===== src/rtl/core/hkc_pkg.sv =====
// ============================================================================
// hkc_pkg - shared types and constants of the hash keystream cipher
// SHA-256 constants, register map, queue item and config structs.
// ============================================================================
package hkc_pkg;

    // message length counter width (bytes, wraps)
    localparam int LEN_BITS = 32;

    // front queue depth
    localparam int QDEPTH  = 2;
    localparam int QPTR_W  = $clog2(QDEPTH);
    localparam int QCNT_W  = $clog2(QDEPTH + 1);

    // register map (index = paddr[5:3])
    localparam logic [2:0] REG_KEY0  = 3'd0;
    localparam logic [2:0] REG_KEY1  = 3'd1;
    localparam logic [2:0] REG_KEY2  = 3'd2;
    localparam logic [2:0] REG_KEY3  = 3'd3;
    localparam logic [2:0] REG_SALTU = 3'd4;
    localparam logic [2:0] REG_SALTL = 3'd5;
    localparam logic [2:0] REG_DMODE = 3'd6;

    localparam logic [255:0] SHA_IV = {
        32'h6a09e667, 32'hbb67ae85, 32'h3c6ef372, 32'ha54ff53a,
        32'h510e527f, 32'h9b05688c, 32'h1f83d9ab, 32'h5be0cd19};

    // queued request from front to back
    typedef struct packed {
        logic [7:0] data;
        logic       last;
        logic       first;  // opens a new message
    } t_q_item;

    typedef struct packed {
        logic [63:0] key0;
        logic [63:0] key1;
        logic [63:0] key2;
        logic [63:0] key3;
        logic [63:0] salt_u;
        logic [31:0] salt_l;
        logic        dmode;
    } t_cfg;

    typedef struct packed {
        logic start;
    } t_sha_ctl;

    typedef struct packed {
        logic busy;
        logic done;
    } t_sha_sts;

    function automatic logic [31:0] sha_k(input logic [5:0] idx);
        logic [31:0] k;
        case (idx)
            6'd0:  k = 32'h428a2f98; 6'd1:  k = 32'h71374491;
            6'd2:  k = 32'hb5c0fbcf; 6'd3:  k = 32'he9b5dba5;
            6'd4:  k = 32'h3956c25b; 6'd5:  k = 32'h59f111f1;
            6'd6:  k = 32'h923f82a4; 6'd7:  k = 32'hab1c5ed5;
            6'd8:  k = 32'hd807aa98; 6'd9:  k = 32'h12835b01;
            6'd10: k = 32'h243185be; 6'd11: k = 32'h550c7dc3;
            6'd12: k = 32'h72be5d74; 6'd13: k = 32'h80deb1fe;
            6'd14: k = 32'h9bdc06a7; 6'd15: k = 32'hc19bf174;
            6'd16: k = 32'he49b69c1; 6'd17: k = 32'hefbe4786;
            6'd18: k = 32'h0fc19dc6; 6'd19: k = 32'h240ca1cc;
            6'd20: k = 32'h2de92c6f; 6'd21: k = 32'h4a7484aa;
            6'd22: k = 32'h5cb0a9dc; 6'd23: k = 32'h76f988da;
            6'd24: k = 32'h983e5152; 6'd25: k = 32'ha831c66d;
            6'd26: k = 32'hb00327c8; 6'd27: k = 32'hbf597fc7;
            6'd28: k = 32'hc6e00bf3; 6'd29: k = 32'hd5a79147;
            6'd30: k = 32'h06ca6351; 6'd31: k = 32'h14292967;
            6'd32: k = 32'h27b70a85; 6'd33: k = 32'h2e1b2138;
            6'd34: k = 32'h4d2c6dfc; 6'd35: k = 32'h53380d13;
            6'd36: k = 32'h650a7354; 6'd37: k = 32'h766a0abb;
            6'd38: k = 32'h81c2c92e; 6'd39: k = 32'h92722c85;
            6'd40: k = 32'ha2bfe8a1; 6'd41: k = 32'ha81a664b;
            6'd42: k = 32'hc24b8b70; 6'd43: k = 32'hc76c51a3;
            6'd44: k = 32'hd192e819; 6'd45: k = 32'hd6990624;
            6'd46: k = 32'hf40e3585; 6'd47: k = 32'h106aa070;
            6'd48: k = 32'h19a4c116; 6'd49: k = 32'h1e376c08;
            6'd50: k = 32'h2748774c; 6'd51: k = 32'h34b0bcb5;
            6'd52: k = 32'h391c0cb3; 6'd53: k = 32'h4ed8aa4a;
            6'd54: k = 32'h5b9cca4f; 6'd55: k = 32'h682e6ff3;
            6'd56: k = 32'h748f82ee; 6'd57: k = 32'h78a5636f;
            6'd58: k = 32'h84c87814; 6'd59: k = 32'h8cc70208;
            6'd60: k = 32'h90befffa; 6'd61: k = 32'ha4506ceb;
            6'd62: k = 32'hbef9a3f7; default: k = 32'hc67178f2;
        endcase
        return k;
    endfunction

endpackage


===== src/rtl/core/hkc_sha_core.sv =====
// ============================================================================
// hkc_sha_core - iterative SHA-256 compression
// One round per cycle, 64 rounds; digest valid in the done cycle.
// ============================================================================
module hkc_sha_core (
    input  logic               i_clk,
    input  logic               i_rst_n,
    input  hkc_pkg::t_sha_ctl  i_ctl,
    input  logic [255:0]       i_h,
    input  logic [511:0]       i_blk,
    output hkc_pkg::t_sha_sts  o_sts,
    output logic [255:0]       o_h
);

    logic [31:0]  r_a, r_b, r_c, r_d, r_e, r_f, r_g, r_hh;
    logic [31:0]  r_w [16];
    logic [255:0] r_hin;
    logic [5:0]   r_rnd;
    logic         r_busy;
    logic         r_done;

    logic [31:0]  w_t1, w_t2, w_wn, w_s0, w_s1;

    function automatic logic [31:0] rotr(input logic [31:0] x, input int n);
        return (x >> n) | (x << (32 - n));
    endfunction

    always_comb begin
        w_t1 = r_hh + (rotr(r_e, 6) ^ rotr(r_e, 11) ^ rotr(r_e, 25))
             + ((r_e & r_f) ^ (~r_e & r_g)) + hkc_pkg::sha_k(r_rnd) + r_w[0];
        w_t2 = (rotr(r_a, 2) ^ rotr(r_a, 13) ^ rotr(r_a, 22))
             + ((r_a & r_b) ^ (r_a & r_c) ^ (r_b & r_c));
        w_s0 = rotr(r_w[1], 7) ^ rotr(r_w[1], 18) ^ (r_w[1] >> 3);
        w_s1 = rotr(r_w[14], 17) ^ rotr(r_w[14], 19) ^ (r_w[14] >> 10);
        w_wn = r_w[0] + w_s0 + r_w[9] + w_s1;
    end

    assign o_sts = '{busy: r_busy, done: r_done};
    assign o_h   = {r_hin[255:224] + r_a,  r_hin[223:192] + r_b,
                    r_hin[191:160] + r_c,  r_hin[159:128] + r_d,
                    r_hin[127:96]  + r_e,  r_hin[95:64]   + r_f,
                    r_hin[63:32]   + r_g,  r_hin[31:0]    + r_hh};

    always_ff @(posedge i_clk) begin
        if (!i_rst_n) begin
            r_busy <= 1'b0;
            r_done <= 1'b0;
            r_rnd  <= '0;
        end else begin
            r_done <= 1'b0;
            if (i_ctl.start && !r_busy) begin
                r_busy <= 1'b1;
                r_rnd  <= '0;
            end else if (r_busy) begin
                r_rnd <= r_rnd + 1'b1;
                if (r_rnd == 6'd63) begin
                    r_busy <= 1'b0;
                    r_done <= 1'b1;
                end
            end
        end
    end

    always_ff @(posedge i_clk) begin
        if (i_ctl.start && !r_busy) begin
            r_hin <= i_h;
            {r_a, r_b, r_c, r_d, r_e, r_f, r_g, r_hh} <= i_h;
            for (int i = 0; i < 16; i++) begin
                r_w[i] <= i_blk[511 - 32*i -: 32];
            end
        end else if (r_busy) begin
            r_hh <= r_g;
            r_g  <= r_f;
            r_f  <= r_e;
            r_e  <= r_d + w_t1;
            r_d  <= r_c;
            r_c  <= r_b;
            r_b  <= r_a;
            r_a  <= w_t1 + w_t2;
            for (int i = 0; i < 15; i++) begin
                r_w[i] <= r_w[i+1];
            end
            r_w[15] <= w_wn;
        end
    end

endmodule


===== config.mk =====
export PLATFORM = sky130hd
export DESIGN_NAME = hkc_sha_core
export DESIGN_NICKNAME = d
export VERILOG_FILES = /design/src/rtl/core/hkc_pkg.sv /design/src/rtl/core/hkc_sha_core.sv
export SDC_FILE = /design/constraint.sdc
export NUM_CORES = 2
export LEC_CHECK = 0
export BUFFER_PORTS_ARGS = -buffer_cell sky130_fd_sc_hd__buf_4
export CAP_MARGIN = 20
export CORE_AREA = 2 2 395 397
export CTS_CLUSTER_DIAMETER = 120
export DETAILED_ROUTE_END_ITERATION = 8
export DIE_AREA = 0 0 397 399
export PLACE_DENSITY_LB_ADDON = 0.1
export SYNTH_ARGS = -nofsm -noshare
export SYNTH_HDL_FRONTEND = slang
export SYNTH_SLANG_ARGS = --single-unit
export TNS_END_PERCENT = 1

===== constraint.sdc =====
create_clock -name i_clk -period 17.88 [get_ports i_clk]
set_clock_uncertainty 0.1 [all_clocks]
set_input_delay 0.894 -clock i_clk [delete_from_list [all_inputs] [get_ports i_clk]]
set_output_delay 0.894 -clock i_clk [all_outputs]
set_load 0.01 [all_outputs]

# After elaboration in Yosys (flattened, before gate mapping)
# Memory sizes are Yosys's and may differ from the RTL's. A register that Yosys moved wholly into a read port is not among the register bits.
# Cells that the tools add are included.
[word_totals]
reg_bits = 520
mem_bits_rw = 512
mem_bits_ro = 2048
in_bits = 771
out_inout_bits = 258
elab_cells = 127
n_memories = 2
[op_classes]
addsub = 19
n_eq_ne = 1
n_mux = 43
bitwise_logic = 45
n_reduce_logical = 5
[memory_table]
columns = ["memory", "words", "word_bits", "read_ports", "rd_clocked_by_memory_dff", "write_ports", "line", "source"]
rows = [
  ["(no name shown)", 64, 32, 1, 1, 0, "hkc_pkg.sv:56", "case (idx)"],
  ["r_w", 16, 32, 16, 0, 16, "hkc_sha_core.sv:16", "logic [31:0] r_w [16];"],
]
[op_table]
columns = ["cell", "n"]
rows = [
  ["32-bit 2-to-1 mux", 32],
  ["32-bit adder", 18],
  ["32-bit XOR", 9],
  ["32-bit bitwise AND", 5],
  ["32-bit inverter", 1],
  ["10-bit by 32-bit OR with 32-bit output", 1],
  ["13-bit by 32-bit OR with 32-bit output", 1],
  ["14-bit by 32-bit OR with 32-bit output", 1],
  ["15-bit by 32-bit OR with 32-bit output", 1],
  ["19-bit by 32-bit OR with 32-bit output", 1],
  ["21-bit by 32-bit OR with 32-bit output", 1],
  ["25-bit by 32-bit OR with 32-bit output", 1],
  ["26-bit by 32-bit OR with 32-bit output", 1],
  ["30-bit by 32-bit OR with 32-bit output", 1],
  ["7-bit by 32-bit OR with 32-bit output", 1],
  ["32-bit by 22-bit XOR with 32-bit output", 1],
  ["32-bit by 29-bit XOR with 32-bit output", 1],
  ["1-bit OR", 16],
  ["6-bit 2-to-1 mux", 2],
  ["1-bit 2-to-1 mux", 9],
  ["6-bit by 1-bit adder with 6-bit output, second input constant", 1],
  ["6-bit equality test, second input constant", 1],
  ["3-bit OR reduction", 1],
  ["1-bit inverter", 2],
  ["other kinds (4)", 4],
]

# Longest topological paths before layout
[depth]
depth_word = 10
ltp_mapped = 35
ltp_nobuf = 34

# Worst setup path before layout
# Ideal clock, no wire load.
[synth_timing]
path_type = "register -> register"
from = "register r_busy"
to = "register r_a[0] (enable)"
setup_time_ns = 0.824
arrival_time_ns = 10.211
slack_ns = 6.745
stages_incl_launch_ff = 5
path_buffers = 3
synth_period_minus_slack_ns = 11.135
path_cell_list = "dfxtp_1 -> buf_2 -> clkbuf_1 -> clkbuf_1 -> or2_2"
[synth_between]
elab_chain_cells = 3
[synth_lines]
columns = ["element", "line", "source"]
rows = [
  ["from (decl)", "hkc_sha_core.sv:19", "logic r_busy;"],
  ["from (signal assigned)", "hkc_sha_core.sv:46", "r_busy <= 1'b0;"],
  ["from (signal assigned)", "hkc_sha_core.sv:52", "r_busy <= 1'b1;"],
  ["from (signal assigned)", "hkc_sha_core.sv:57", "r_busy <= 1'b0;"],
  ["1-bit zero test", "hkc_sha_core.sv:65", "if (i_ctl.start && !r_busy) begin"],
  ["1-bit logical AND", "hkc_sha_core.sv:65", ""],
  ["2-bit nonzero test (no line) *", "--", ""],
  ["to (signal assigned)", "hkc_sha_core.sv:67", "{r_a, r_b, r_c, r_d, r_e, r_f, r_g, r_hh} <= i_h;"],
  ["to (signal assigned)", "hkc_sha_core.sv:79", "r_a <= w_t1 + w_t2;"],
  ["to (decl)", "hkc_sha_core.sv:15", "logic [31:0] r_a, r_b, r_c, r_d, r_e, r_f, r_g, r_hh;"],
]
# Mark *: on every way between the ends. The rest lies on a longest branch, timed or not.
# A chain may end at the register's enable or synchronous reset.

# Worst setup path after layout
[layout_timing]
from = "register r_e[13]"
to = "register r_a[31] (data pin)"
[layout_between]
elab_chain_cells = 10
[layout_lines]
columns = ["element", "line", "source"]
rows = [
  ["from (decl)", "hkc_sha_core.sv:15", ""],
  ["from (signal assigned)", "hkc_sha_core.sv:67", ""],
  ["from (signal assigned)", "hkc_sha_core.sv:75", "r_e <= r_d + w_t1;"],
  ["21-bit by 32-bit OR with 32-bit output / 26-bit by 32-bit OR with 32-bit output (equally long branches)", "hkc_sha_core.sv:25", "return (x >> n) | (x << (32 - n));"],
  ["32-bit XOR (2 in series)", "hkc_sha_core.sv:29", "w_t1 = r_hh + (rotr(r_e, 6) ^ rotr(r_e, 11) ^ rotr(r_e, 25))"],
  ["32-bit adder", "hkc_sha_core.sv:29", ""],
  ["32-bit adder * (3 in series)", "hkc_sha_core.sv:30", "+ ((r_e & r_f) ^ (~r_e & r_g)) + hkc_pkg::sha_k(r_rnd) + r_w[0];"],
  ["32-bit adder *", "hkc_sha_core.sv:79", ""],
  ["32-bit 2-to-1 mux *", "hkc_sha_core.sv:71", "end else if (r_busy) begin"],
  ["32-bit 2-to-1 mux *", "hkc_sha_core.sv:65", ""],
]
# Mark *: on every way between the ends. The rest lies on a longest branch, timed or not. The select of a mux whose other input is x is not followed.

==> metrics <==
Largest stage delay, worst path=0.60 ns; Mapped Area=0.0686 sq mm; post-synthesis mux area share=0.0586; initial cell density of the core=0.446; cts hold-fix bufs=0; grt ovf=0; Worst EP required=18.24 ns; PostCTS Resize Cnt=0; Synth Area in Compound Gates=0.120; Clock Pin Slew Worst Setup and Hold Paths=0.06 ns; Final Cycle Share=0.472; dpl hpwl=225000 microns; post-synthesis sequential area ratio=0.460; CTS tree=built; RSZ-0062 raised after global routing=false; dpl cell area=0.0784 sq mm; Finish-stage setup viols=0; Worst Path Max Fanout=6; Synth top cells by count=1330 x nand2_1, 1024 x edfxtp_1, 404 x xnor2_1; Synth async-reset ratio=0; Final Instance Area=0.0823 sq mm; largest net degree at the start of global routing=196; All-Layer GR Usage=0.343; GP Congestion=roughly 0.98; Tmin final=8.45 ns; Worst Max-Slew Pin Slew=1.21 ns; placed instance count=9443; worst skew pair latency=0.76 ns; clock root buffer master=clkbuf_16; Area Growth Syn to Fin=20.0%; synth top area cells=edfxtp_1 45%, nand2_1 7.3%, ha_1 7.1%; fin. max-slew vios=0; count leader, synth=nand2_1; routed wl met2=132000 microns; FP Rows=about 140; Die Y-Extent=399 microns; register bit total from synthesis=around 1100; die footprint=0.158 sq mm; Post-Layout Cell Count=9690; chip width=397 microns; crit end category=flip-flop; clk buf depth=3; WL/cell=between 20 and 30 microns; Main synth FF type=edfxtp_1; Core Box Area=0.154 sq mm; Synth Area in Adders=0.128; Yosys top cell by area=edfxtp_1; layout cells sized above 1=0.212; status=completed; Port Buf Inserts=between 1000 and 1500; via count=55400; Final Hold Vio Count=0; Worst path slowest cell=o41ai_1; Post-Synthesis Cells=roughly 6600; Antenna Nets Post-Route=0; drt total wl=281000 microns; Iter 0 DRT Violations=5675; vias in the first global route=53300; Synth Area per Inst=10.4 sq um; TritonRoute pass-1 iters=8; first-pass GRT wire length=roughly 390000 microns; H-tree lvl count=3; Post-synth EDFFs=1024; WP data arrival=around 9 ns; CTS Sinks=1064; clock buffer count from CTS=120; relative max-transition margin=0.196; synth unique cells=81; Vias per Instance=approximately 5.7; post-route setup TNS=0 ns; MaxCap Viol Count=0; top layer in use=met5; WL met1=117000 microns; I/O pin count=1029; Yosys Warn Count=0; largest family of logic cells by synthesized area=adder cells; post-synth top area share=0.448; post-CTS setup buffers=0; critical path type=reg2reg; final worst setup slack=approximately 9.4 ns; Final nets=8877; dpl ws=9.52 ns; antenna violations before repair=50; synthesized net count=7938; DRC errors left=0; simple-gate area share of the yosys netlist=0.123; worst hold path type=in2reg; xor/xnor share of the synthesized area=0.0749; f_max=0.118 GHz; nature of the critical path startpoint=flip-flop; DR WL met3=23100 microns
## path summary, 6_finish.rpt
path,slack (ns),cells after the start,end,from
max,9.43,31,r_a[31],r_e[13]
min,0.22,1,r_hin[176],i_h[176]
max reg2reg,9.43,31,r_a[31],r_e[13]
min reg2reg,0.41,2,r_w[10][17],r_w[11][17]
## final cells by class
class                   count  area (sq um)
repair buffers           1088          8220
inverters                 369          1390
fillers                 13900         71400
clock buffers             164          3230
clock inverters            58           629
diodes                     25          62.6
flip-flops and latches   1064         31600
multi-input cells        4878         34700
well taps                2044          2560
## cell families after synthesis
family	after synthesis
and+or+nand+nor	2033
AOI/OAI and AO/OA	1315
DFF	1064
buffers and inverters	640
adders and majority gates	588
xor gates and xnor gates	586
muxes	356
## per-layer routing
| layer | vias to the layer above | GRT usage |
|---|---|---|
| met5 | - | 0 |
| met4 | 32 | 0.0963 |
| met3 | 400 | 0.0703 |
| met2 | 2504 | 0.553 |
| met1 | 27400 | 0.467 |
| li1 | 25100 | - |
## worst max-delay path: cells and delay by family (launching register included)
kind / cells / cell delay, ns
AND/OR/NAND/NOR: 7 / 1.46
buffers and inverters: 4 / 0.26
XOR/XNOR: 4 / 0.88
flip-flops: 1 / 0.55
adder cells (fa/ha/maj): 6 / 2.62
AO/OA/AOI/OAI: 10 / 2.28
## cells in the final DEF, fill, tap and decap left out, types with 69 or more instances in the layout
cell          n
nor2b_1      72
nand2_1    1328
fa_1        195
o21ai_0     328
edfxtp_1   1024
a21o_1      134
buf_4      1084
ha_1        390
nand3_1      69
clkbuf_16   123
xnor2_1     403
inv_1       364
xor2_1      179
nor2_1      331
mux2_2      343
a21oi_1     383
nor3_1       74
## sequential cells by signal, summed over array words and instances, names as in the netlist, 32 cells and up, named ones only
register,count
r_e,32
r_hin,256
r_f,32
r_w,512
r_c,32
r_g,32
r_d,32
r_hh,32
r_a,32
r_b,32
## through the flow
| step | hold slack (ns) | utilization |
|---|---|---|
| floorplan | 0.391 | - |
| global placement | 0.395 | 0.510 |
| detailed placement | 0.397 | 0.510 |
| CTS | 0.168 | 0.535 |
| global route | 0.187 | 0.535 |
| finish | 0.219 | 0.536 |
Power is left out: the tool's default activity adds up to more than one toggle a clock period on the data nets, which glitch-free logic cannot reach.
