`src/rtl/core/hkc_pkg.sv`:
```
// ============================================================================
// hkc_pkg - shared types and constants of the hash keystream cipher
// SHA-256 constants, register map, queue item and config structs.
// ============================================================================
package hkc_pkg;

    // message length counter width (bytes, wraps)
    localparam int LEN_BITS = 32;

    // front queue depth
    localparam int QDEPTH  = 2;
    localparam int QPTR_W  = $clog2(QDEPTH);
    localparam int QCNT_W  = $clog2(QDEPTH + 1);

    // register map (index = paddr[5:3])
    localparam logic [2:0] REG_KEY0  = 3'd0;
    localparam logic [2:0] REG_KEY1  = 3'd1;
    localparam logic [2:0] REG_KEY2  = 3'd2;
    localparam logic [2:0] REG_KEY3  = 3'd3;
    localparam logic [2:0] REG_SALTU = 3'd4;
    localparam logic [2:0] REG_SALTL = 3'd5;
    localparam logic [2:0] REG_DMODE = 3'd6;

    localparam logic [255:0] SHA_IV = {
        32'h6a09e667, 32'hbb67ae85, 32'h3c6ef372, 32'ha54ff53a,
        32'h510e527f, 32'h9b05688c, 32'h1f83d9ab, 32'h5be0cd19};

    // queued request from front to back
    typedef struct packed {
        logic [7:0] data;
        logic       last;
        logic       first;  // opens a new message
    } t_q_item;

    typedef struct packed {
        logic [63:0] key0;
        logic [63:0] key1;
        logic [63:0] key2;
        logic [63:0] key3;
        logic [63:0] salt_u;
        logic [31:0] salt_l;
        logic        dmode;
    } t_cfg;

    typedef struct packed {
        logic start;
    } t_sha_ctl;

    typedef struct packed {
        logic busy;
        logic done;
    } t_sha_sts;

    function automatic logic [31:0] sha_k(input logic [5:0] idx);
        logic [31:0] k;
        case (idx)
            6'd0:  k = 32'h428a2f98; 6'd1:  k = 32'h71374491;
            6'd2:  k = 32'hb5c0fbcf; 6'd3:  k = 32'he9b5dba5;
            6'd4:  k = 32'h3956c25b; 6'd5:  k = 32'h59f111f1;
            6'd6:  k = 32'h923f82a4; 6'd7:  k = 32'hab1c5ed5;
            6'd8:  k = 32'hd807aa98; 6'd9:  k = 32'h12835b01;
            6'd10: k = 32'h243185be; 6'd11: k = 32'h550c7dc3;
            6'd12: k = 32'h72be5d74; 6'd13: k = 32'h80deb1fe;
            6'd14: k = 32'h9bdc06a7; 6'd15: k = 32'hc19bf174;
            6'd16: k = 32'he49b69c1; 6'd17: k = 32'hefbe4786;
            6'd18: k = 32'h0fc19dc6; 6'd19: k = 32'h240ca1cc;
            6'd20: k = 32'h2de92c6f; 6'd21: k = 32'h4a7484aa;
            6'd22: k = 32'h5cb0a9dc; 6'd23: k = 32'h76f988da;
            6'd24: k = 32'h983e5152; 6'd25: k = 32'ha831c66d;
            6'd26: k = 32'hb00327c8; 6'd27: k = 32'hbf597fc7;
            6'd28: k = 32'hc6e00bf3; 6'd29: k = 32'hd5a79147;
            6'd30: k = 32'h06ca6351; 6'd31: k = 32'h14292967;
            6'd32: k = 32'h27b70a85; 6'd33: k = 32'h2e1b2138;
            6'd34: k = 32'h4d2c6dfc; 6'd35: k = 32'h53380d13;
            6'd36: k = 32'h650a7354; 6'd37: k = 32'h766a0abb;
            6'd38: k = 32'h81c2c92e; 6'd39: k = 32'h92722c85;
            6'd40: k = 32'ha2bfe8a1; 6'd41: k = 32'ha81a664b;
            6'd42: k = 32'hc24b8b70; 6'd43: k = 32'hc76c51a3;
            6'd44: k = 32'hd192e819; 6'd45: k = 32'hd6990624;
            6'd46: k = 32'hf40e3585; 6'd47: k = 32'h106aa070;
            6'd48: k = 32'h19a4c116; 6'd49: k = 32'h1e376c08;
            6'd50: k = 32'h2748774c; 6'd51: k = 32'h34b0bcb5;
            6'd52: k = 32'h391c0cb3; 6'd53: k = 32'h4ed8aa4a;
            6'd54: k = 32'h5b9cca4f; 6'd55: k = 32'h682e6ff3;
            6'd56: k = 32'h748f82ee; 6'd57: k = 32'h78a5636f;
            6'd58: k = 32'h84c87814; 6'd59: k = 32'h8cc70208;
            6'd60: k = 32'h90befffa; 6'd61: k = 32'ha4506ceb;
            6'd62: k = 32'hbef9a3f7; default: k = 32'hc67178f2;
        endcase
        return k;
    endfunction

endpackage

```
`src/rtl/core/hkc_front.sv`:
```
// ============================================================================
// hkc_front - input side of the cipher
// Accepts bytes, marks the first byte of each message, queues requests.
// ============================================================================
module hkc_front (
    input  logic              i_clk,
    input  logic              i_rst_n,
    input  logic              i_push,
    output logic              o_full,
    input  logic [7:0]        i_data_byte,
    input  logic              i_last_byte,
    output logic              o_q_valid,
    output hkc_pkg::t_q_item  o_q_head,
    input  logic              i_q_pop
);

    hkc_pkg::t_q_item                  r_ent [hkc_pkg::QDEPTH];
    logic [hkc_pkg::QPTR_W-1:0]        r_wr;
    logic [hkc_pkg::QPTR_W-1:0]        r_rd;
    logic [hkc_pkg::QCNT_W-1:0]        r_cnt;
    logic                              r_next_first;
    logic                              w_acc;
    logic                              w_pop;

    assign o_full    = (r_cnt == hkc_pkg::QCNT_W'(hkc_pkg::QDEPTH));
    assign o_q_valid = (r_cnt != '0);
    assign o_q_head  = r_ent[r_rd];
    assign w_acc     = i_push && !o_full;
    assign w_pop     = i_q_pop && o_q_valid;

    always_ff @(posedge i_clk) begin
        if (!i_rst_n) begin
            r_wr         <= '0;
            r_rd         <= '0;
            r_cnt        <= '0;
            r_next_first <= 1'b1;
        end else begin
            if (w_acc) begin
                r_wr         <= (r_wr == hkc_pkg::QPTR_W'(hkc_pkg::QDEPTH - 1)) ? '0 : r_wr + 1'b1;
                r_next_first <= i_last_byte;
            end
            if (w_pop) begin
                r_rd <= (r_rd == hkc_pkg::QPTR_W'(hkc_pkg::QDEPTH - 1)) ? '0 : r_rd + 1'b1;
            end
            if (w_acc && !w_pop) begin
                r_cnt <= r_cnt + 1'b1;
            end else if (!w_acc && w_pop) begin
                r_cnt <= r_cnt - 1'b1;
            end
        end
    end

    always_ff @(posedge i_clk) begin
        if (w_acc) begin
            r_ent[r_wr] <= '{data: i_data_byte, last: i_last_byte, first: r_next_first};
        end
    end

endmodule

```
`config.mk`:
```
export PLATFORM = sky130hd
export DESIGN_NAME = hkc_front
export DESIGN_NICKNAME = d
export VERILOG_FILES = /design/src/rtl/core/hkc_pkg.sv /design/src/rtl/core/hkc_front.sv
export SDC_FILE = /design/constraint.sdc
export NUM_CORES = 1
export LEC_CHECK = 0
export BUFFER_PORTS_ARGS = -buffer_cell sky130_fd_sc_hd__buf_4
export CAP_MARGIN = 20
export CORE_UTILIZATION = 50
export DETAILED_ROUTE_END_ITERATION = 10
export HOLD_SLACK_MARGIN = 0.02
export PLACE_DENSITY = 0.74
export SYNTH_ARGS = -nofsm -noshare
export SYNTH_HDL_FRONTEND = slang
export SYNTH_SLANG_ARGS = --single-unit
```
`constraint.sdc`:
```
create_clock -name i_clk -period 1.71 [get_ports i_clk]
set_input_delay 0.342 -clock i_clk [delete_from_list [all_inputs] [get_ports i_clk]]
set_output_delay 0.342 -clock i_clk [all_outputs]
set_load 0.1 [all_outputs]
```
== Yosys cells after proc, flatten, opt, wreduce, memory -nomap -nowiden ==
Memories as Yosys holds them, arrays and structs flattened. A register that Yosys moved wholly into a read port is not among the register bits.
Index checks and enable logic that the tools add are counted.
Storage, ports and cells
  bits in registers: 5
  input port bits: 13
  memories: 1
  RAM bits: 20
  word-level logic and storage cells: 27
  output and inout bits: 12
Memory list
  r_ent: words 2, bits a word 10, read ports 1, clocked after memory_dff 1, wr ports 1, line hkc_front.sv:17  | hkc_pkg::t_q_item r_ent [hkc_pkg::QDEPTH];
Cells by class
  reductions and logical operators: 9
  equality and inequality tests: 1
  $add $sub $neg: 4
  mux-type cells: 8
Operators by type and width (count)
  $mux W1: 6
  $logic_and A1 B1 Y1: 4
  $mux W2: 2
  $reduce_bool A2 Y1: 2
  $logic_not A1 Y1: 3
  $add A1 B1 Y1 const B: 2
  $add A2 B1 Y2 const B: 1
  $eq A2 B2 Y1 const B: 1
  $sub A2 B1 Y2 const B: 1

== Longest topological paths before layout ==
Gate-level depths: netlist of run 1.
  depth after elaboration: 7
  depth in mapped cells: 7
  gate-level depth less buffers: 7

== Worst setup path after synthesis of run 1 ==
No wires, ideal clock.
  path type: register -> register
  start point: register r_cnt[0] (netlist bit)
  end point: register r_cnt[1] (netlist bit)
  path buffers: 0
  path slack: -0.425 ns
  arrival: 2.066 ns
  cell stages (with the launch flop): 7
  setup time: 0.070 ns
  period minus slack after synthesis: 2.135 ns
  required time: 1.640 ns
  cell sequence: dfxtp_1 > nand2b_2 > inv_1 > nor2_1 > ha_1 > or3_1 > a21oi_1
On the way
  word-level cells in the longest chain between the ends: 6
  elaborated cells on any way between the ends: 14
  classes of those cells: add/sub (2); eq/ne (1); mux (2); reduce/logical (9)
Ends and longest elaborated chain
  start, declared: line hkc_front.sv:20  | logic [hkc_pkg::QCNT_W-1:0] r_cnt;
  start signal, assigned: line hkc_front.sv:46  | r_cnt <= r_cnt + 1'b1;
  start signal, assigned: line hkc_front.sv:48  | r_cnt <= r_cnt - 1'b1;
  $eq A2 B2 Y1 *: line hkc_front.sv:25  | assign o_full = (r_cnt == hkc_pkg::QCNT_W'(hkc_pkg::QDEPTH));
  via o_full: line hkc_front.sv:9  | output logic o_full,
  $logic_not A1 Y1 *: line hkc_front.sv:28  | assign w_acc = i_push && !o_full;
  $logic_and A1 B1 Y1 *: line hkc_front.sv:28
  $logic_not A1 Y1: line hkc_front.sv:47  | end else if (!w_acc && w_pop) begin
  $logic_and A1 B1 Y1: line hkc_front.sv:47
  $reduce_bool A2 Y1 (no source line)
Mark *: on every way through the listed nets, which the timed path passes. The rest lies on a longest branch. The select of a mux whose other input is x is not followed.
A chain may end at the register's enable or synchronous reset.

==> flow_metrics.py, run 1 <==
metrics = {
    "yosys": {
        "syn_area_um2": 986,
        "synth_seq_cells": 26,
        "async_reset_ff_share_pct": 0,
        "syn-instance-count": 61,
        "yosysWarningCount": 0,
        "synth_flop_cell": "edfxtp_1",
        "synth_edf_count": 20,
        "syn_nets": 75,
        "synth_cell_types": 18,
        "yosysSeqAreaShare_pct": 73.1,
        "synth.avg_cell_area_um2": 16.2,
    },
    "worst_hold_path": {
        "min_path_type": "in -> reg",
        "hold_start": "i_data_byte[1]",
    },
    "detailed_routing": {
        "viasPerCell": 4.97,
        "drc": 0,
        "firstDrtPassIters": 4,
        "num_vias": 586,
        "drtIter0Drc": 3,
        "postRouteAntennaNets": 0,
        "wl_mm": 1.58,
        "wl_per_cell_um": 13.4,
    },
    "worst_setup_path": {
        "crit_chain": "buf_4, mux2_2, buf_12",
        "worstReg2RegStart": "r_cnt[1]$_SDFFE_PN0P_",
        "cpLargestDelayFamily": "multiplexers",
        "path_buf_inv": 2,
        "worstPathRequired_ns": 1.37,
        "cp_data_arrival_time_ns": 1.34,
        "critPathLaunchType": "register",
        "crit_fanout": 5,
        "endpoint_kind": "output pin",
        "crit_path_max_incr_delay_ns": 0.37,
        "critPathKind": "reg -> out",
        "critPathSlowestCell": "mux2_2",
    },
    "clock_tree": {
        "cts.hold.buffers_added": 0,
        "tritoncts.num_buffers": 3,
        "cts_setup_buffers": 0,
        "ctsLongestPathBuffers": 2,
        "clk_pin_slew_ns": 0.13,
        "cts_sinks": 26,
        "htree_num_levels": 1,
        "insertion_delay_ns": 0.31,
        "root_buffer": "clkbuf_4",
        "cts_tree": "built",
    },
    "placed_design": {
        "hpwl_mm": 1.12,
        "io_buffers": 24,
        "gp_congestion": 0.701,
    },
    "global_routing": {
        "grt.total_usage_pct": 16.6,
        "grt_remaining_overflow": 0,
        "antenna_found_initial": 0,
        "grt_max_degree": 16,
        "grt_pass1_wl_mm": 2.31,
        "grt_pass1_vias": 573,
    },
    "floorplan": {
        "start_util_pct": 55.3,
        "die_h_um": 46.4,
        "core-area_mm2": 0.00178,
        "die_area_mm2": 0.00215,
        "die_w_um": 46.4,
        "row_count": 15,
        "io_pins": 25,
    },
    "layout": {
        "antenna_cells": 0,
        "layout-drive-gt1-share_pct": 52.7,
        "final_core_util_pct": 77.7,
        "num-nets-final": 108,
        "syn_to_final_growth_pct": 40.5,
    },
    "sta": {
        "slew_violations": 0,
        "period_needed_ns": 1.68,
        "period_share_pct": 98.3,
        "rsz0062_at_grt": "yes",
        "setup_viol": 0,
        "worst_pin_slew_ns": 0.349,
        "fmax_mhz": 595,
        "slew_headroom_pct": 76.5,
        "hold_viol": 0,
        "skew_ns": 0.00103,
    },
    "run_status": {
        "outcome": "finished clean",
    },
    "flow_run": {
        "cap_viol_max_count": 0,
    },
}
synth_stat cells, drive strengths merged (2+ instances only):
library cell,instances,area (µm²)
o21ai,3,15.0
dfxtp,6,120
nand3,2,10.0
xor2,3,26.3
inv,3,11.3
edfxtp,20,601
mux2,10,113
nor2,4,15.0
cells in the final DEF (no fill, tap or decap), drive strengths merged, types with 2 or more instances in the layout:
master	n
buf	29
clkbuf	3
dfxtp	6
edfxtp	20
inv	2
mux2	10
nand3	2
nor2	4
o21ai	3
xor2	3
final cells by class:
class,count,area [µm²]
Timing Repair Buffer,29,298
Tap cell,25,31.3
Sequential cell,26,723
Clock buffer,3,22.5
Inverter,3,15.0
Fill cell,111,398
Multi-Input combinational cell,31,265
Clock inverter,1,30.0
timing repair:
| action | CTS | global route |
|---|---|---|
| endpoints found under the setup margin | 10 | 10 |
| endpoints found under the hold margin | 0 | 0 |
| gates resized for setup | 10 | 14 |
through the flow:
| stage | setup WS, ns | instances | hold slack, ns | setup TNS (ns) | cell area, µm² |
|---|---|---|---|---|---|
| after CTS | 0.000660 | 118 | 0.194 | 0 | 1330 |
| after detailed placement | 0.172 | 114 | 0.450 | 0 | 1240 |
| after global routing | -0.0254 | 118 | 0.180 | -0.102 | 1390 |
| after global placement | 0.226 | 114 | 0.441 | 0 | 1240 |
| after floorplan | -0.222 | 61 | 0.414 | -2.54 | 996 |
| final | 0.0296 | 118 | 0.205 | 0 | 1390 |
final timing paths:
kind	to	slack, ns	depth (start not counted)
hold reg to reg	r_ent[0][0]$_DFFE_PP_	0.48	0
setup / recovery	o_q_head[0]	0.03	3
hold / removal	r_ent[1][3]$_DFFE_PP_	0.20	1
setup reg to reg	r_cnt[1]$_SDFFE_PN0P_	0.14	7
state kept, by name, indices dropped and copies added (netlist names), named ones only:
signal and flops:
r_wr 1, r_cnt 2, r_ent 20, r_rd 1, r_next_first 1
per-layer routing:
metal | wire length, µm | track usage (%) | part of all wire (%)
met5 | 0 | 0 | 0
met3 | 78 | 4.71 | 4.9
met4 | 20 | 11.8 | 1.3
met1 | 615 | 17.0 | 39
met2 | 866 | 28.6 | 55
cells by family after synthesis:
family | share of synthesized area [%]
flops | 73.1
simple gates | 6.35
mux | 11.4
compound gates | 3.55
buf+inv | 1.65
xor+xnor | 2.67
fa+ha+maj | 1.27
Power of run 1 is not shown: default switching activity piles up to over one toggle a cycle in this logic, so the estimate is an artifact.
==> inputs of run 2 (changes only) <==
==> constraint.sdc (replaced) <==
create_clock -name i_clk -period 1.71 [get_ports i_clk]
set_input_delay 0.0855 -clock i_clk [delete_from_list [all_inputs] [get_ports i_clk]]
set_output_delay 0.0855 -clock i_clk [all_outputs]
set_load 0.1 [all_outputs]
==> flow_metrics.py, run 2 (same netlist as run 1, synthesis figures left out) <==
metrics = {
    "layout": {
        "antenna_cells": 0,
        "layout-drive-gt1-share_pct": 47.5,
        "seq_area_um2": 727,
        "fin_area_mm2": 0.00136,
        "regMostFlops": "r_ent",
        "num-fill-cells": 123,
        "final_cell_mix": "buf_4 (27), edfxtp_1 (20), mux2_2 (10), dlygate4sd3_1 (10)",
        "largest_registers": "r_ent: 20 flops, r_cnt: 2 flops",
        "largest_reg_flops": 20,
        "final_core_util_pct": 76.2,
        "multi_input_area_um2": 256,
        "final_common_cell": "buf_4",
        "syn_to_final_growth_pct": 37.8,
        "num-nets-final": 116,
    },
    "worst_setup_path": {
        "crit_path_max_incr_delay_ns": 0.38,
        "worstReg2RegStart": "r_cnt[0]$_SDFFE_PN0P_",
        "crit_chain": "nand2b_4, clkinvlp_4, nor2_2, ha_1, xor2_1, or3_1, a21oi_1",
        "rrSetupSlack_ns": 0.1,
        "path_buf_inv": 1,
        "cpLargestDelayFamily": "simple AND/OR/NAND/NOR gates",
        "critPathKind": "reg -> reg",
        "critPathSlowestCell": "dfxtp_4",
        "cp_data_arrival_time_ns": 1.84,
        "crit_fanout": 5,
        "endpoint_kind": "register",
        "critPathLaunchType": "register",
        "worstPathRequired_ns": 1.94,
        "cp-startpoint": "r_cnt[0]$_SDFFE_PN0P_",
    },
    "placed_design": {
        "hpwl_mm": 1.13,
        "io_buffers": 24,
        "gp_congestion": 0.709,
        "dpl_cell_area_mm2": 0.00122,
    },
    "clock_tree": {
        "ctsLongestPathBuffers": 2,
        "cts_tree": "built",
        "cts_sinks": 26,
        "htree_num_levels": 1,
        "clk_pin_slew_ns": 0.13,
        "tritoncts.num_buffers": 3,
        "root_buffer": "clkbuf_4",
        "insertion_delay_ns": 0.30,
    },
    "sta": {
        "setup_viol": 0,
        "period_needed_ns": 1.61,
        "slew_violations": 0,
        "worst_pin_slew_ns": 0.336,
        "period_share_pct": 94.2,
        "skew_ns": 0.00196,
        "fmax_mhz": 621,
        "slew_headroom_pct": 77.3,
        "hold_viol": 0,
        "fin_setup_tns_ns": 0,
    },
    "run_status": {
        "outcome": "finished clean",
    },
    "global_routing": {
        "grt_max_degree": 15,
        "antenna_found_initial": 0,
        "grt_remaining_overflow": 0,
        "grt_pass1_wl_mm": 2.47,
        "grt.total_usage_pct": 16.7,
        "grt_pass1_vias": 597,
    },
    "worst_hold_path": {
        "hold_start": "i_push",
        "min_path_type": "in -> reg",
    },
    "detailed_routing": {
        "wl_per_cell_um": 13.0,
        "drtIter0Drc": 4,
        "viasPerCell": 4.80,
        "drc": 0,
        "num_vias": 605,
        "postRouteAntennaNets": 0,
        "firstDrtPassIters": 4,
        "wl_mm": 1.64,
    },
    "flow_run": {
        "cap_viol_max_count": 0,
    },
    "floorplan": {
        "die_h_um": 46.4,
        "io_pins": 25,
        "core-area_mm2": 0.00178,
        "row_count": 15,
        "die_area_mm2": 0.00215,
        "start_util_pct": 55.3,
        "die_w_um": 46.4,
    },
}
==> run 2: cell types whose count changed in the layout (fill, tap and decap cells not counted), moves of 2 or more <==
cell           before  now
buf_4              19   27
mux2_4              3    0
dlygate4sd3_1       0   10
buf_6               4    0
mux2_2              7   10
buf_12              4    0
buf_8               2    0
==> run 2: area by class of cell <==
| class | instances | share of cell area (%) |
|---|---|---|
| flip-flops and latches | 26 | 53.5 |
| repair buffers | 37 | 22.3 |
| multi-input cells | 31 | 18.9 |
| well taps | 25 | 2.30 |
| clock buffers | 3 | 1.66 |
| inverters | 3 | 1.10 |
| clock inverters | 1 | 0.276 |
==> run 2: layer usage <==
metal  vias up  track usage (%)  share of wire (%)
li1        303                -                  -
met2        14             33.1                 57
met1       288             17.4                 38
met5         -                0                  0
met3         0             3.53                4.3
met4         0             3.53                  0
==> run 2: stage by stage <==
stage | worst slack (ns) | std cells | hold WS (ns)
after floorplan | -0.222 | 61 | 0.157
after global placement | 0.224 | 112 | 0.270
after detailed placement | 0.127 | 112 | 0.274
after CTS | 0.0443 | 126 | 0.0422
after global routing | -0.0134 | 126 | 0.0500
final | 0.0991 | 126 | 0.0493
==> run 2: worst paths after layout <==
kind / cells past startpoint / to
setup / recovery: 7 / r_cnt[1]$_SDFFE_PN0P_
hold / removal: 3 / r_next_first$_SDFFE_PN1N_
setup reg to reg: 7 / r_cnt[1]$_SDFFE_PN0P_
hold reg to reg: 0 / r_ent[0][0]$_DFFE_PP_
==> run 2: tightest hold or removal path: cells and delay by family <==
family,cells,cell delay (ns)
buffers and inverters,1,0.10
AND/OR/NAND/NOR,2,0.14
==> run 2: what timing repair did <==
action / in CTS / in global routing
hold buffers: 10 / 0
buffers inserted: 0 / 0
endpoints found under the hold margin: 20 / 0
gates resized for setup: 0 / 4
endpoints found under the setup margin: 0 / 11
Power of run 2 is left out for the same reason.
==> inputs of run 3 (changes only) <==
- CORE_UTILIZATION: 50 -> 53
- CTS_BUF_LIST: default -> sky130_fd_sc_hd__clkbuf_8
- PLACE_DENSITY: 0.74 -> 0.78
==> flow_metrics.py, run 3 (same netlist as run 1, synthesis figures left out) <==
metrics = {
    "worst_setup_path": {
        "endpoint_kind": "register",
        "cpLargestDelayFamily": "simple AND/OR/NAND/NOR gates",
        "cp_data_arrival_time_ns": 1.79,
        "critPathKind": "reg -> reg",
        "crit_fanout": 5,
        "critPathLaunchType": "register",
        "crit_path_max_incr_delay_ns": 0.44,
        "cp-startpoint": "r_cnt[1]$_SDFFE_PN0P_",
        "worstReg2RegStart": "r_cnt[1]$_SDFFE_PN0P_",
        "worstPathRequired_ns": 1.90,
        "crit_chain": "nand2b_4, clkinvlp_4, nor2_2, ha_1, xor2_1, or3_1, a21oi_1",
        "path_buf_inv": 1,
        "critPathSlowestCell": "dfxtp_1",
    },
    "sta": {
        "period_share_pct": 93.6,
        "hold_viol": 0,
        "setup_viol": 0,
        "fmax_mhz": 625,
        "worst_pin_slew_ns": 0.483,
        "fin_setup_tns_ns": 0,
        "skew_ns": 0.00148,
        "period_needed_ns": 1.60,
        "slew_violations": 0,
        "slew_headroom_pct": 67.8,
    },
    "global_routing": {
        "grt_pass1_vias": 531,
        "antenna_found_initial": 0,
        "grt_remaining_overflow": 0,
        "grt_max_degree": 16,
        "grt_pass1_wl_mm": 2.37,
        "grt.total_usage_pct": 17.4,
    },
    "floorplan": {
        "die_w_um": 45.1,
        "core-area_mm2": 0.00173,
        "io_pins": 25,
        "die_area_mm2": 0.00204,
        "row_count": 15,
        "start_util_pct": 57.1,
        "die_h_um": 45.1,
    },
    "layout": {
        "regMostFlops": "r_ent",
        "largest_registers": "r_ent: 20 flops, r_cnt: 2 flops",
        "antenna_cells": 0,
        "largest_reg_flops": 20,
        "final_common_cell": "buf_4",
        "layout-drive-gt1-share_pct": 45.5,
        "final_cell_mix": "buf_4 (25), edfxtp_1 (20), mux2_2 (10), dlygate4sd3_1 (10), dfxtp_1 (5)",
        "syn_to_final_growth_pct": 40.6,
        "num-nets-final": 114,
        "num-fill-cells": 118,
    },
    "clock_tree": {
        "root_buffer": "clkbuf_8",
        "ctsLongestPathBuffers": 2,
        "cts_setup_buffers": 0,
        "cts_sinks": 26,
        "htree_num_levels": 1,
        "cts_tree": "built",
        "insertion_delay_ns": 0.26,
        "tritoncts.num_buffers": 3,
        "clk_pin_slew_ns": 0.08,
    },
    "detailed_routing": {
        "viasPerCell": 4.94,
        "firstDrtPassIters": 4,
        "num_vias": 612,
        "drc": 0,
        "wl_met2_um": 897,
        "highest_layer": "met4",
        "wl_mm": 1.64,
        "wl_per_cell_um": 13.2,
        "postRouteAntennaNets": 0,
        "drtIter0Drc": 8,
        "met3_length_um": 66,
        "met1Wirelength_um": 656,
    },
    "worst_hold_path": {
        "min_path_type": "in -> reg",
        "hold_start": "i_push",
    },
    "run_status": {
        "outcome": "finished clean",
    },
    "placed_design": {
        "hpwl_mm": 1.06,
        "io_buffers": 24,
        "gp_congestion": 0.727,
    },
    "flow_run": {
        "cap_viol_max_count": 0,
    },
}
-- run 3: changes by cell type in the layout (fill, tap and decap cells not counted) --
| cell | delta |
|---|---|
| clkbuf_8 | +3 |
| bufinv_16 | +1 |
| dfxtp_1 | +2 |
| buf_4 | -2 |
| clkinv_1 | -1 |
| dfxtp_2 | -2 |
| clkbuf_4 | -3 |
-- run 3: metal layers --
layer  track usage, %  up-vias
met4             9.09        0
li1                 -      298
met1             19.6      292
met5                0        -
met2             31.6       20
met3             2.40        2
-- run 3: cell type report --
class	count	area [µm²]	area share, %
Clock buffer	3	41.3	2.98
Clock inverter	1	30.0	2.17
Inverter	3	15.0	1.08
Multi-Input combinational cell	31	256	18.5
Sequential cell	26	724	52.3
Tap cell	25	31.3	2.26
Timing Repair Buffer	35	288	20.8
-- run 3: stage by stage --
step                instance area (µm²)  worst slack, ns  std cells  util [%]  hold slack, ns
floorplan                           996           -0.222         61         -           0.157
finish                             1390            0.109        124      80.3          0.0963
global placement                   1210            0.228        110      70.1           0.270
CTS                                1380            0.101        124      80.0          0.0863
detailed placement                 1210            0.137        110      70.1           0.274
global route                       1390         -0.00312        124      80.3           0.101
-- run 3: worst paths after layout --
check                         endpoint  slack, ns  depth (start not counted)
max              r_cnt[1]$_SDFFE_PN0P_       0.11                          7
min          r_next_first$_SDFFE_PN1N_        0.1                          3
max reg2reg      r_cnt[1]$_SDFFE_PN0P_       0.11                          7
min reg2reg      r_ent[1][0]$_DFFE_PP_       0.50                          0
-- run 3: timing repair --
action,CTS,global route
hold buffers,10,0
setup endpoints to repair,0,1
endpoints found under the hold margin,19,0
gates resized for setup,0,2
-- run 3: worst register-to-register path, delay by kind of cell, from the launching register on --
| kind | cells | cell delay, ns |
|---|---|---|
| fa+ha+maj | 1 | 0.20 |
| xor+xnor | 1 | 0.15 |
| buf+inv | 1 | 0.10 |
| simple gates | 3 | 0.49 |
| compound gates | 1 | 0.15 |
| flops | 1 | 0.44 |
Power of run 3 is left out for the same reason.
